### config.mk
export PLATFORM = sky130hd
export DESIGN_NAME = header_checksum_frame_receiver_top
export DESIGN_NICKNAME = d
export VERILOG_FILES = /design/src/rtl/core/hcfr_pkg.sv /design/src/rtl/core/hcfr_cell.sv /design/src/rtl/core/hcfr_ring.sv /design/src/rtl/core/header_checksum_frame_receiver_top.sv
export VERILOG_INCLUDE_DIRS = /design/src /design/src/rtl/core
export SDC_FILE = /design/constraint.sdc
export NUM_CORES = 1
export LEC_CHECK = 0
export ABC_CLOCK_PERIOD_IN_PS = 7200
export BUFFER_PORTS_ARGS = -buffer_cell sky130_fd_sc_hd__buf_2
export CAP_MARGIN = 20
export CORE_MARGIN = 2
export CORE_UTILIZATION = 43
export CTS_CLUSTER_DIAMETER = 200
export DETAILED_ROUTE_END_ITERATION = 10
export SLEW_MARGIN = 5
export SYNTH_ARGS = -nofsm -noshare
export SYNTH_HDL_FRONTEND = slang
export SYNTH_SLANG_ARGS = --single-unit
### constraint.sdc
create_clock -name clock -period 7.2 [get_ports clock]
set_clock_uncertainty 0.1 [all_clocks]
set_input_delay 0.72 -clock clock [delete_from_list [all_inputs] [get_ports clock]]
set_output_delay 0.72 -clock clock [all_outputs]
set_load 0.05 [all_outputs]
### src/rtl/core/header_checksum_frame_receiver_top_assert.svh
// ----------------------------------------------------------------------------
// Assertion macros for the header checksum frame receiver
// Clocked property checks that are compiled out when NO_ASSERTIONS is set.
// ----------------------------------------------------------------------------
`ifndef HEADER_CHECKSUM_FRAME_RECEIVER_TOP_ASSERT_SVH
`define HEADER_CHECKSUM_FRAME_RECEIVER_TOP_ASSERT_SVH
`ifndef NO_ASSERTIONS
// A property that must hold at every edge outside reset.
`define HCFR_ASSERT(label, clk, rst, prop) \
   label: assert property (@(posedge clk) disable iff (rst) prop) \
      else $error("hcfr: property check failed");
// A condition that must be followed by a given state in the next cycle.
`define HCFR_ASSERT_NEXT(label, clk, rst, cond, nxt) \
   label: assert property (@(posedge clk) disable iff (rst) (cond) |=> (nxt)) \
      else $error("hcfr: sequence check failed");
`else
`define HCFR_ASSERT(label, clk, rst, prop)
`define HCFR_ASSERT_NEXT(label, clk, rst, cond, nxt)
`endif
`endif

### src/rtl/core/hcfr_pkg.sv
// ----------------------------------------------------------------------------
// hcfr_pkg
// Shared constants, types and helpers of the header checksum frame receiver.
// ----------------------------------------------------------------------------
`default_nettype none

package hcfr_pkg;

   localparam int MAX_PAYLOAD = 61;
   localparam int RING_DEPTH  = MAX_PAYLOAD + 3;
   localparam int BYTE_W      = 8;
   localparam int IDX_W       = 6;
   localparam int COUNT_W     = 7;

   localparam logic [COUNT_W-1:0] COUNT_MAX = 7'd127;

   // Configuration register indexes.
   typedef enum logic [1:0] {
      CSR_FIRST_HDR   = 2'd0,
      CSR_SECOND_HDR  = 2'd1,
      CSR_PAYLOAD_LEN = 2'd2
   } csr_index_type;

   // Command from the controller to the row of cells.
   typedef struct packed {
      logic              shift;
      logic [BYTE_W-1:0] insert;
      logic [IDX_W-1:0]  tail;
   } ring_ctl_type;

   // The three fixed taps at the head of the row.
   typedef struct packed {
      logic [BYTE_W-1:0] head0;
      logic [BYTE_W-1:0] head1;
      logic [BYTE_W-1:0] head2;
   } ring_taps_type;

   // Clamp the programmed payload length into 1 .. MAX_PAYLOAD.
   function automatic logic [IDX_W-1:0] eff_payload(input logic [IDX_W-1:0] raw);
      logic [IDX_W-1:0] p;
      p = raw;
      if (raw == '0) begin
         p = IDX_W'(1);
      end else if (raw > IDX_W'(MAX_PAYLOAD)) begin
         p = IDX_W'(MAX_PAYLOAD);
      end
      return p;
   endfunction

endpackage

`default_nettype wire

### src/rtl/core/hcfr_cell.sv
// ----------------------------------------------------------------------------
// hcfr_cell
// One byte of the receive window; takes its neighbor's byte on a shift.
// ----------------------------------------------------------------------------
`default_nettype none

module hcfr_cell (
   input  wire logic                         clock,
   input  wire logic                         shift_en,
   input  wire logic                         active,
   input  wire logic                         is_tail,
   input  wire logic [hcfr_pkg::BYTE_W-1:0]  next_byte,
   input  wire logic [hcfr_pkg::BYTE_W-1:0]  insert_byte,
   output logic      [hcfr_pkg::BYTE_W-1:0]  data_o
);

   logic [hcfr_pkg::BYTE_W-1:0] data_ff;
   logic [hcfr_pkg::BYTE_W-1:0] data_in;

   // The tail cell closes the ring (or takes a fresh byte); other active cells shift down.
   always_comb begin
      data_in = data_ff;
      if (shift_en && active) begin
         data_in = is_tail ? insert_byte : next_byte;
      end
   end

   always_ff @(posedge clock) begin
      data_ff <= data_in;
   end

   assign data_o = data_ff;

endmodule

`default_nettype wire

### src/rtl/core/hcfr_ring.sv
// ----------------------------------------------------------------------------
// hcfr_ring
// Row of byte cells forming the rotating receive window.
// ----------------------------------------------------------------------------
`default_nettype none

module hcfr_ring (
   input  wire logic                  clock,
   input  wire hcfr_pkg::ring_ctl_type ctl,
   output hcfr_pkg::ring_taps_type     taps
);

   logic [hcfr_pkg::BYTE_W-1:0] cell_q [hcfr_pkg::RING_DEPTH];

   for (genvar k = 0; k < hcfr_pkg::RING_DEPTH; k++) begin : g_cell
      localparam logic [hcfr_pkg::IDX_W-1:0] CellIdx = hcfr_pkg::IDX_W'(k);
      logic [hcfr_pkg::BYTE_W-1:0] next_byte;

      if (k == hcfr_pkg::RING_DEPTH - 1) begin : g_end
         assign next_byte = '0;
      end else begin : g_mid
         assign next_byte = cell_q[k+1];
      end

      hcfr_cell u_cell (
         .clock       (clock),
         .shift_en    (ctl.shift),
         .active      (CellIdx <= ctl.tail),
         .is_tail     (CellIdx == ctl.tail),
         .next_byte   (next_byte),
         .insert_byte (ctl.insert),
         .data_o      (cell_q[k])
      );
   end

   assign taps.head0 = cell_q[0];
   assign taps.head1 = cell_q[1];
   assign taps.head2 = cell_q[2];

endmodule

`default_nettype wire

### src/rtl/core/header_checksum_frame_receiver_top.sv
// An item that does not complete a window is absorbed and the block stays
// idle. An item that completes a window starts a scan of up to W = payload_len + 3
// rotations, one rotation of the cell row per cycle; a match then rotates the row
// to align the frame, emits payload_len bytes (plus any output stall) and rotates
// the row back to its idle alignment before the next item is taken.
// Reset (synchronous, active high) restores the registers to 0xFF, 0xFE, 8.
// ----------------------------------------------------------------------------
// header_checksum_frame_receiver_top
// Finds two-byte-header frames with a sum-8 checksum in a byte stream and
// emits their payload bytes.
// ----------------------------------------------------------------------------
`default_nettype none
`include "header_checksum_frame_receiver_top_assert.svh"

module header_checksum_frame_receiver_top (
   input  wire logic        clock,
   input  wire logic        reset,
   // Input items: tdata[7:0] = rx_byte.
   input  wire logic        req_tvalid,
   output logic             req_tready,
   input  wire logic [7:0]  req_tdata,
   // Result items: tdata[7:0] = payload_byte, tdata[13:8] = byte_index,
   // tdata[15:14] = zero; tlast = last_byte.
   output logic             rsp_tvalid,
   input  wire logic        rsp_tready,
   output logic [15:0]      rsp_tdata,
   output logic             rsp_tlast,
   // Configuration writes.
   input  wire logic        csr_valid,
   output logic             csr_ready,
   input  wire logic [1:0]  csr_index,
   input  wire logic [7:0]  csr_data
);

   localparam int BW = hcfr_pkg::BYTE_W;
   localparam int IW = hcfr_pkg::IDX_W;
   localparam int CW = hcfr_pkg::COUNT_W;

   // One-hot sequencer states.
   typedef enum logic [4:0] {
      ST_IDLE    = 5'b00001,
      ST_SCAN    = 5'b00010,
      ST_SEEK    = 5'b00100,
      ST_EMIT    = 5'b01000,
      ST_RESTORE = 5'b10000
   } state_type;

   // The window lives in a row of cells whose head (cell 0) is always the
   // next write slot while idle. A write drops the new byte into the tail
   // cell W-1 and shifts the other window cells down by one, so the row rotates
   // with the write position. A scan rotates the row up to W times; at rotation r
   // the head holds window[wp + r], so the physical start index is (wp + r) mod W.
   // The checksum of a rotation is taken from a running sum of the whole
   // window minus the two header bytes and the checksum byte, so every
   // rotation is checked by combinational logic.

   state_type state_ff, state_in;

   logic [BW-1:0] first_hdr_ff, first_hdr_in;
   logic [BW-1:0] second_hdr_ff, second_hdr_in;
   logic [IW-1:0] plen_ff, plen_in;

   logic [IW-1:0] wp_ff, wp_in;          // physical index of the head cell
   logic [CW-1:0] fill_ff, fill_in;      // bytes written since restart, up to W
   logic [CW-1:0] count_ff, count_in;    // bytes since restart or last frame
   logic [BW-1:0] total_ff, total_in;    // sum-8 of the W window bytes
   logic [BW-1:0] prev_ff, prev_in;      // copy of the tail cell W-1
   logic [IW-1:0] rot_ff, rot_in;        // rotation relative to idle alignment
   logic [CW-1:0] bound_ff, bound_in;    // first rotation that wraps index 0
   logic          cand_vld_ff, cand_vld_in;
   logic [IW-1:0] cand_ff, cand_in;      // earliest match before the wrap
   logic [IW-1:0] emit_idx_ff, emit_idx_in;

   logic          rsp_valid_ff, rsp_valid_in;
   logic [BW-1:0] rsp_byte_ff, rsp_byte_in;
   logic [IW-1:0] rsp_idx_ff, rsp_idx_in;
   logic          rsp_last_ff, rsp_last_in;

   hcfr_pkg::ring_ctl_type  ring_ctl;
   hcfr_pkg::ring_taps_type taps;

   logic [IW-1:0] p_eff;
   logic [CW-1:0] w_eff;
   logic [IW-1:0] tail;
   logic          fill_full;
   logic          in_accept;
   logic          rotate;
   logic [IW-1:0] rot_next;
   logic [IW-1:0] wp_next;
   logic [CW-1:0] count_next;
   logic [BW-1:0] sum_chk;
   logic          match;
   logic          past_wrap;
   logic          take_cand;
   logic          scan_cand_vld;
   logic [IW-1:0] scan_cand;
   logic          out_free;

   assign p_eff     = hcfr_pkg::eff_payload(plen_ff);
   assign w_eff     = CW'(p_eff) + CW'(3);
   assign tail      = p_eff + IW'(2);
   assign fill_full = (fill_ff == w_eff);

   assign req_tready = (state_ff == ST_IDLE);
   assign in_accept  = req_tvalid && req_tready;
   assign csr_ready  = 1'b1;
   assign out_free   = !rsp_valid_ff || rsp_tready;

   assign rot_next   = (rot_ff == tail) ? '0 : rot_ff + IW'(1);
   assign wp_next    = (wp_ff == tail) ? '0 : wp_ff + IW'(1);
   assign count_next = (count_ff == hcfr_pkg::COUNT_MAX) ? count_ff : count_ff + CW'(1);

   // Head cells give the two header bytes, prev_ff the checksum byte, and
   // the payload sum is whatever remains of the window total.
   assign sum_chk = total_ff - taps.head0 - taps.head1 - prev_ff;
   assign match   = (taps.head0 == first_hdr_ff) && (taps.head1 == second_hdr_ff) &&
                    (prev_ff == sum_chk);

   // Rotations at or past the wrap point start at a lower physical index
   // than any rotation before it, so a match there wins at once.
   assign past_wrap     = (CW'(rot_ff) >= bound_ff);
   assign take_cand     = match && !past_wrap && !cand_vld_ff;
   assign scan_cand_vld = cand_vld_ff || take_cand;
   assign scan_cand     = take_cand ? rot_ff : cand_ff;

   always_comb begin
      state_in      = state_ff;
      first_hdr_in  = first_hdr_ff;
      second_hdr_in = second_hdr_ff;
      plen_in       = plen_ff;
      wp_in         = wp_ff;
      fill_in       = fill_ff;
      count_in      = count_ff;
      total_in      = total_ff;
      prev_in       = prev_ff;
      rot_in        = rot_ff;
      bound_in      = bound_ff;
      cand_vld_in   = cand_vld_ff;
      cand_in       = cand_ff;
      emit_idx_in   = emit_idx_ff;
      rsp_valid_in  = rsp_valid_ff && !rsp_tready;
      rsp_byte_in   = rsp_byte_ff;
      rsp_idx_in    = rsp_idx_ff;
      rsp_last_in   = rsp_last_ff;
      rotate        = 1'b0;
      ring_ctl.shift  = 1'b0;
      ring_ctl.insert = taps.head0;
      ring_ctl.tail   = tail;

      unique case (state_ff)
         ST_IDLE: begin
            if (in_accept) begin
               ring_ctl.shift  = 1'b1;
               ring_ctl.insert = req_tdata;
               prev_in  = req_tdata;
               total_in = total_ff + req_tdata - (fill_full ? taps.head0 : '0);
               fill_in  = fill_full ? fill_ff : fill_ff + CW'(1);
               wp_in    = wp_next;
               count_in = count_next;
               if (count_next >= w_eff) begin
                  state_in    = ST_SCAN;
                  rot_in      = '0;
                  cand_vld_in = 1'b0;
                  bound_in    = w_eff - CW'(wp_next);
               end
            end
         end
         ST_SCAN: begin
            if (match && past_wrap) begin
               state_in    = ST_EMIT;
               emit_idx_in = '0;
               count_in    = '0;
            end else begin
               rotate      = 1'b1;
               cand_vld_in = scan_cand_vld;
               cand_in     = scan_cand;
               if (rot_ff == tail) begin
                  if (scan_cand_vld) begin
                     count_in    = '0;
                     emit_idx_in = '0;
                     state_in    = (scan_cand == '0) ? ST_EMIT : ST_SEEK;
                  end else begin
                     state_in = ST_IDLE;
                  end
               end
            end
         end
         ST_SEEK: begin
            rotate = 1'b1;
            if (rot_next == cand_ff) begin
               state_in = ST_EMIT;
            end
         end
         ST_EMIT: begin
            if (out_free) begin
               rotate       = 1'b1;
               rsp_valid_in = 1'b1;
               rsp_byte_in  = taps.head2;
               rsp_idx_in   = emit_idx_ff;
               rsp_last_in  = (emit_idx_ff == p_eff - IW'(1));
               emit_idx_in  = emit_idx_ff + IW'(1);
               if (emit_idx_ff == p_eff - IW'(1)) begin
                  state_in = ST_RESTORE;
               end
            end
         end
         ST_RESTORE: begin
            if (rot_ff == '0) begin
               state_in = ST_IDLE;
            end else begin
               rotate = 1'b1;
            end
         end
         default: begin
            state_in = ST_IDLE;
         end
      endcase

      // A plain rotation closes the ring: the head byte moves to the tail.
      if (rotate) begin
         ring_ctl.shift  = 1'b1;
         ring_ctl.insert = taps.head0;
         prev_in         = taps.head0;
         rot_in          = rot_next;
      end

      if (csr_valid && csr_ready) begin
         unique case (csr_index)
            hcfr_pkg::CSR_FIRST_HDR:  first_hdr_in  = csr_data;
            hcfr_pkg::CSR_SECOND_HDR: second_hdr_in = csr_data;
            hcfr_pkg::CSR_PAYLOAD_LEN: begin
               // A new length restarts reception; the cell contents stay.
               plen_in  = csr_data[IW-1:0];
               wp_in    = '0;
               fill_in  = '0;
               count_in = '0;
               total_in = '0;
            end
            default: begin
            end
         endcase
      end
   end

   always_ff @(posedge clock) begin
      if (reset) begin
         state_ff      <= ST_IDLE;
         first_hdr_ff  <= 8'hFF;
         second_hdr_ff <= 8'hFE;
         plen_ff       <= IW'(8);
         wp_ff         <= '0;
         fill_ff       <= '0;
         count_ff      <= '0;
         total_ff      <= '0;
         rot_ff        <= '0;
         cand_vld_ff   <= 1'b0;
         rsp_valid_ff  <= 1'b0;
      end else begin
         state_ff      <= state_in;
         first_hdr_ff  <= first_hdr_in;
         second_hdr_ff <= second_hdr_in;
         plen_ff       <= plen_in;
         wp_ff         <= wp_in;
         fill_ff       <= fill_in;
         count_ff      <= count_in;
         total_ff      <= total_in;
         rot_ff        <= rot_in;
         cand_vld_ff   <= cand_vld_in;
         rsp_valid_ff  <= rsp_valid_in;
      end
   end

   always_ff @(posedge clock) begin
      prev_ff     <= prev_in;
      bound_ff    <= bound_in;
      cand_ff     <= cand_in;
      emit_idx_ff <= emit_idx_in;
      rsp_byte_ff <= rsp_byte_in;
      rsp_idx_ff  <= rsp_idx_in;
      rsp_last_ff <= rsp_last_in;
   end

   hcfr_ring u_ring (
      .clock (clock),
      .ctl   (ring_ctl),
      .taps  (taps)
   );

   assign rsp_tvalid = rsp_valid_ff;
   assign rsp_tdata  = {2'b00, rsp_idx_ff, rsp_byte_ff};
   assign rsp_tlast  = rsp_last_ff;

   // The row must be back in its idle alignment whenever items are taken.
   `HCFR_ASSERT(a_idle_aligned, clock, reset, (state_ff == ST_IDLE) |-> (rot_ff == '0))
   // The running window sum never counts more bytes than the window holds.
   `HCFR_ASSERT(a_fill_bounded, clock, reset, fill_ff <= w_eff)
   // Committing to a frame clears the byte count.
   `HCFR_ASSERT_NEXT(a_frame_clears, clock, reset,
                     (state_ff == ST_SCAN) && (state_in == ST_EMIT), count_ff == '0)

endmodule

`default_nettype wire
==> impl_metrics.yaml <==
synthesis:
  ys_async_sr_fraction_pct: 0
  post_synth_inst_count: 2727
  synth-main-ff-cell: "edfxtp_1"
  synth_area_um2: 29100
  synth.yosys.seq_area_share_pct: 61.4
  synth_area_per_inst_um2: 10.7
  ys_seq_elements: 616
  synth-edff-count: 553
  netlist-cell-type-count: 80
  yosysWarningCount: 0
grt:
  globalRouteOverflowTotal: 0
  grt_first_pass_wirelength_mm: 113
  largest_net_degree_at_the_start_of_global_routing: 65
  first_global_vias: 19286
  gr-usage-met3_pct: 3.54
  globalRoute.busiestLayer: "met2"
  grt.met2_usage_pct: 33.8
  grtUsageTotal_pct: 21.0
  antenna_found_initial: 0
  met1_routing_resource_usage_after_global_routing_pct: 28.9
drt:
  wl_per_cell_um: 20.3
  drcViolationCount: 0
  drt-vias-per-instance: 5.58
  wl_mm: 73.7
  antenna_left: 0
  vias: 20249
  drt_iter0_markers: 2130
  detail_route.first_pass.iterations: 8
floorplan:
  die_height_um: 264
  floorplan.io_pins: 43
  dieArea_um2: 69700
  die_span_in_x_um: 264
  initial_core_utilization_pct: 43.4
  std_cell_rows: 95
  floorplan.core_area_um2: 67000
setup_path:
  critical_path_buf_inv_count: 3
  crit_path_max_fanout: 16
  worstPathCellList: "nand4_1, nand2_1, inv_2, ha_1, nand3_1, o22ai_1, or3_4, a2111oi_4, buf_4, and2_1, fa_1, inv_1, ha_1, a21o_1, a21oi_1, nor2b_1, o21a_1, o41ai_1, xnor3_1, a211oi_1"
  timing.critical_path.to_type: "register"
  dominant_delay_contributor_by_cell_family_on_the_critical_path: "simple AND/OR/NAND/NOR gates"
  critical_path.max_stage_delay_ns: 0.68
  required_ns: 7.60
  worst-r2r-cell-count: 20
  r2r_start: "plen_ff[4]"
  critPathCapture: "total_ff[7]"
  cp.arrival_ns: 6.75
  crit_type: "register to register"
  timing.rr.end: "total_ff[7]"
  critical-path-top-cell-by-count: "ha_1"
  cp-startpoint: "plen_ff[4]"
  reg2reg_slack_ns: 0.85
  worstSetupStartpointType: "register"
  path_depth: 20
  critical-path-slowest-cell: "dfxtp_1"
power:
  sequentialPowerShare_pct: 48.6
  power_density_nw_per_um2: 259
  net-switching-power_mw: 2.08
  max-vdd-ir-drop_uv: 164
  cellInternalPower_mw: 6.25
  switching_share_pct: 25.0
  comb_power_share_pct: 11.0
  leakagePower_nw: 11.9
  clock_power_share_pct: 40.4
placed_design:
  postPlaceCellArea_um2: 30000
  detailedPlacementHpwl_mm: 45.9
  place_congestion: 0.876
  dp_worst_setup_slack_ns: 0.986
  numPortBuffers: 39
clock_network:
  cts_buffers: 68
  resized_cells_post_cts: 0
  cts_root_buf: "clkbuf_16"
  postCtsSetupRepairBufs: 0
  clk_latency_ns: 0.62
  hold_buffers: 0
  clk_pin_slew_worst_paths_ns: 0.07
  tritoncts: "yes"
  tritoncts_num_sinks: 616
  ctsLongestPathBuffers: 3
  clock_tree.htree_level_count: 3
timing:
  timing_max_transition_violations_final: 0
  finalWorstPathRequiredPeriod_ns: 6.35
  timing.slew.headroom_pct: 22.6
  hold-worst-slack_ns: 0.240
  rsz_0062_raised_after_global_routing: "no"
  maxClockFrequency_mhz: 158
  worstMarginPinSlew_ns: 1.16
  min_period_over_period_pct: 88.2
  post-route-worst-setup-slack_ns: 0.852
  final_hold_violating_endpoints: 0
  setup_total_negative_slack_ns: 0
  setup_viol: 0
min_path:
  hold_class: "input port to register"
finish:
  fill_cells: 6047
  mostFrequentLayoutCell: "edfxtp_1"
  most-common-layout-cells: "edfxtp_1 (553), nand2_1 (468), o21ai_0 (372)"
  areaGrowthSynthToFinish_pct: 10.8
  diodes: 0
  drive_gt1_share_pct: 7.80
  nNetsFinal: 2804
  final_area_um2: 32200
status:
  status: "finished, final reports clean"
run:
  cap_viol_max_count: 0
[synthesized netlist by cell type, types with 4 or more instances]
master	instances	area (µm²)
a31oi_1	6	37.5
mux2_2	8	90.1
o22ai_1	5	31.3
xnor2_1	50	438
nor3_1	23	115
buf_4	8	60.1
nor3b_1	4	30.0
and2_1	16	100
clkbuf_1	142	533
nor2_1	283	1060
o21a_1	5	37.5
or3b_1	4	35.0
inv_1	83	312
nand2b_1	11	68.8
nor4_1	8	50.1
buf_2	15	75.1
dfxtp_1	63	1260
nand3b_1	6	45.0
and3_1	16	100
or3_1	7	43.8
o21ai_1	6	30.0
or2_2	8	50.1
a21o_1	16	120
nand2_1	468	1760
xor2_1	39	342
fa_1	22	440
nor2b_1	4	25.0
nand3_1	48	240
nor4b_1	6	52.6
a211oi_1	13	97.6
a21oi_1	244	1220
buf_1	5	18.8
ha_1	52	651
o21ai_0	373	1870
mux2i_1	26	260
edfxtp_1	553	16600
nand4_1	9	56.3
o211ai_1	7	52.6
[worst reg2reg max path, stage by stage, from the launching register on]
cell and delay, ns:
dfxtp_1 0.68, nand4_1 0.24, nand2_1 0.54, inv_2 0.31, ha_1 0.39, nand3_1 0.27
o22ai_1 0.16, or3_4 0.37, a2111oi_4 0.35, buf_4 0.26, and2_1 0.18, fa_1 0.41
inv_1 0.12, ha_1 0.24, a21o_1 0.15, a21oi_1 0.22, nor2b_1 0.08, o21a_1 0.19
o41ai_1 0.28, xnor3_1 0.45, a211oi_1 0.25
[final cells by class]
class	instances	area, µm²	area share (%)
sequential	616	17900	55.5
multi-input combinational	1852	10300	31.9
clock buffer	95	1890	5.86
tap	873	1090	3.39
timing repair buffer	81	515	1.60
inverter	88	333	1.03
clock inverter	25	223	0.692
[routing by layer]
metal	wire (µm)	vias up
li1	-	9626
met1	32500	9791
met2	34100	719
met3	5160	113
met4	1820	0
met5	0	-
[per-stage QoR]
step                util, %  power, mW  cells
finish                 48.0       8.33   3630
global route           48.0       8.63   3630
CTS                    47.9       8.38   3619
detailed placement     44.8       5.03   3499
global placement       44.7       5.01   3496
floorplan                 -       4.76   2728
[state kept, by name (all words and copies together) (netlist names), 7 cells and up]
signal	flops
u_ring.g_cell.u_cell.data_o	512
first_hdr_ff	8
rsp_byte_ff	8
second_hdr_ff	8
total_ff	8
bound_ff	7
count_ff	7
fill_ff	7
prev_ff	7
[power by group through the flow]
stage | sequential (mW) | combinational, mW | clock [mW]
final | 4.05 | 0.913 | 3.37
after floorplan | 4.10 | 0.660 | 0
after detailed placement | 4.13 | 0.902 | 0
after CTS | 4.05 | 0.910 | 3.42
after global routing | 4.06 | 1.01 | 3.56
after global placement | 4.12 | 0.884 | 0
[logic make-up (layout without fill, tap and decap cells)]
kind of cell / count (synthesis) / after routing / share of synthesized area (%)
buffers and inverters: 260 / 289 / 3.58
flip-flops: 616 / 616 / 61.4
multiplexers: 34 / 34 / 1.20
AO/OA/AOI/OAI: 711 / 711 / 13.3
adder cells (fa/ha/maj): 74 / 74 / 3.75
XOR/XNOR: 92 / 92 / 2.92
other: 2 / 3 / 0.0258
AND/OR/NAND/NOR: 938 / 938 / 13.8
[worst min path at each step]
stage	startpoint	slack [ns]	endpoint	depth (start not counted)
after global routing	csr_data[7]	0.25	second_hdr_ff[7]	3
after global placement	total_ff[6]	0.35	total_ff[6]	2
after detailed placement	total_ff[6]	0.35	total_ff[6]	2
after CTS	csr_data[7]	0.21	second_hdr_ff[7]	3
after floorplan	u_ring.g_cell[2].u_cell.data_o[0]	0.33	rsp_byte_ff[0]	0
final	csr_data[7]	0.24	second_hdr_ff[7]	3
No activity file was read; power rests on OpenSTA's default activity.
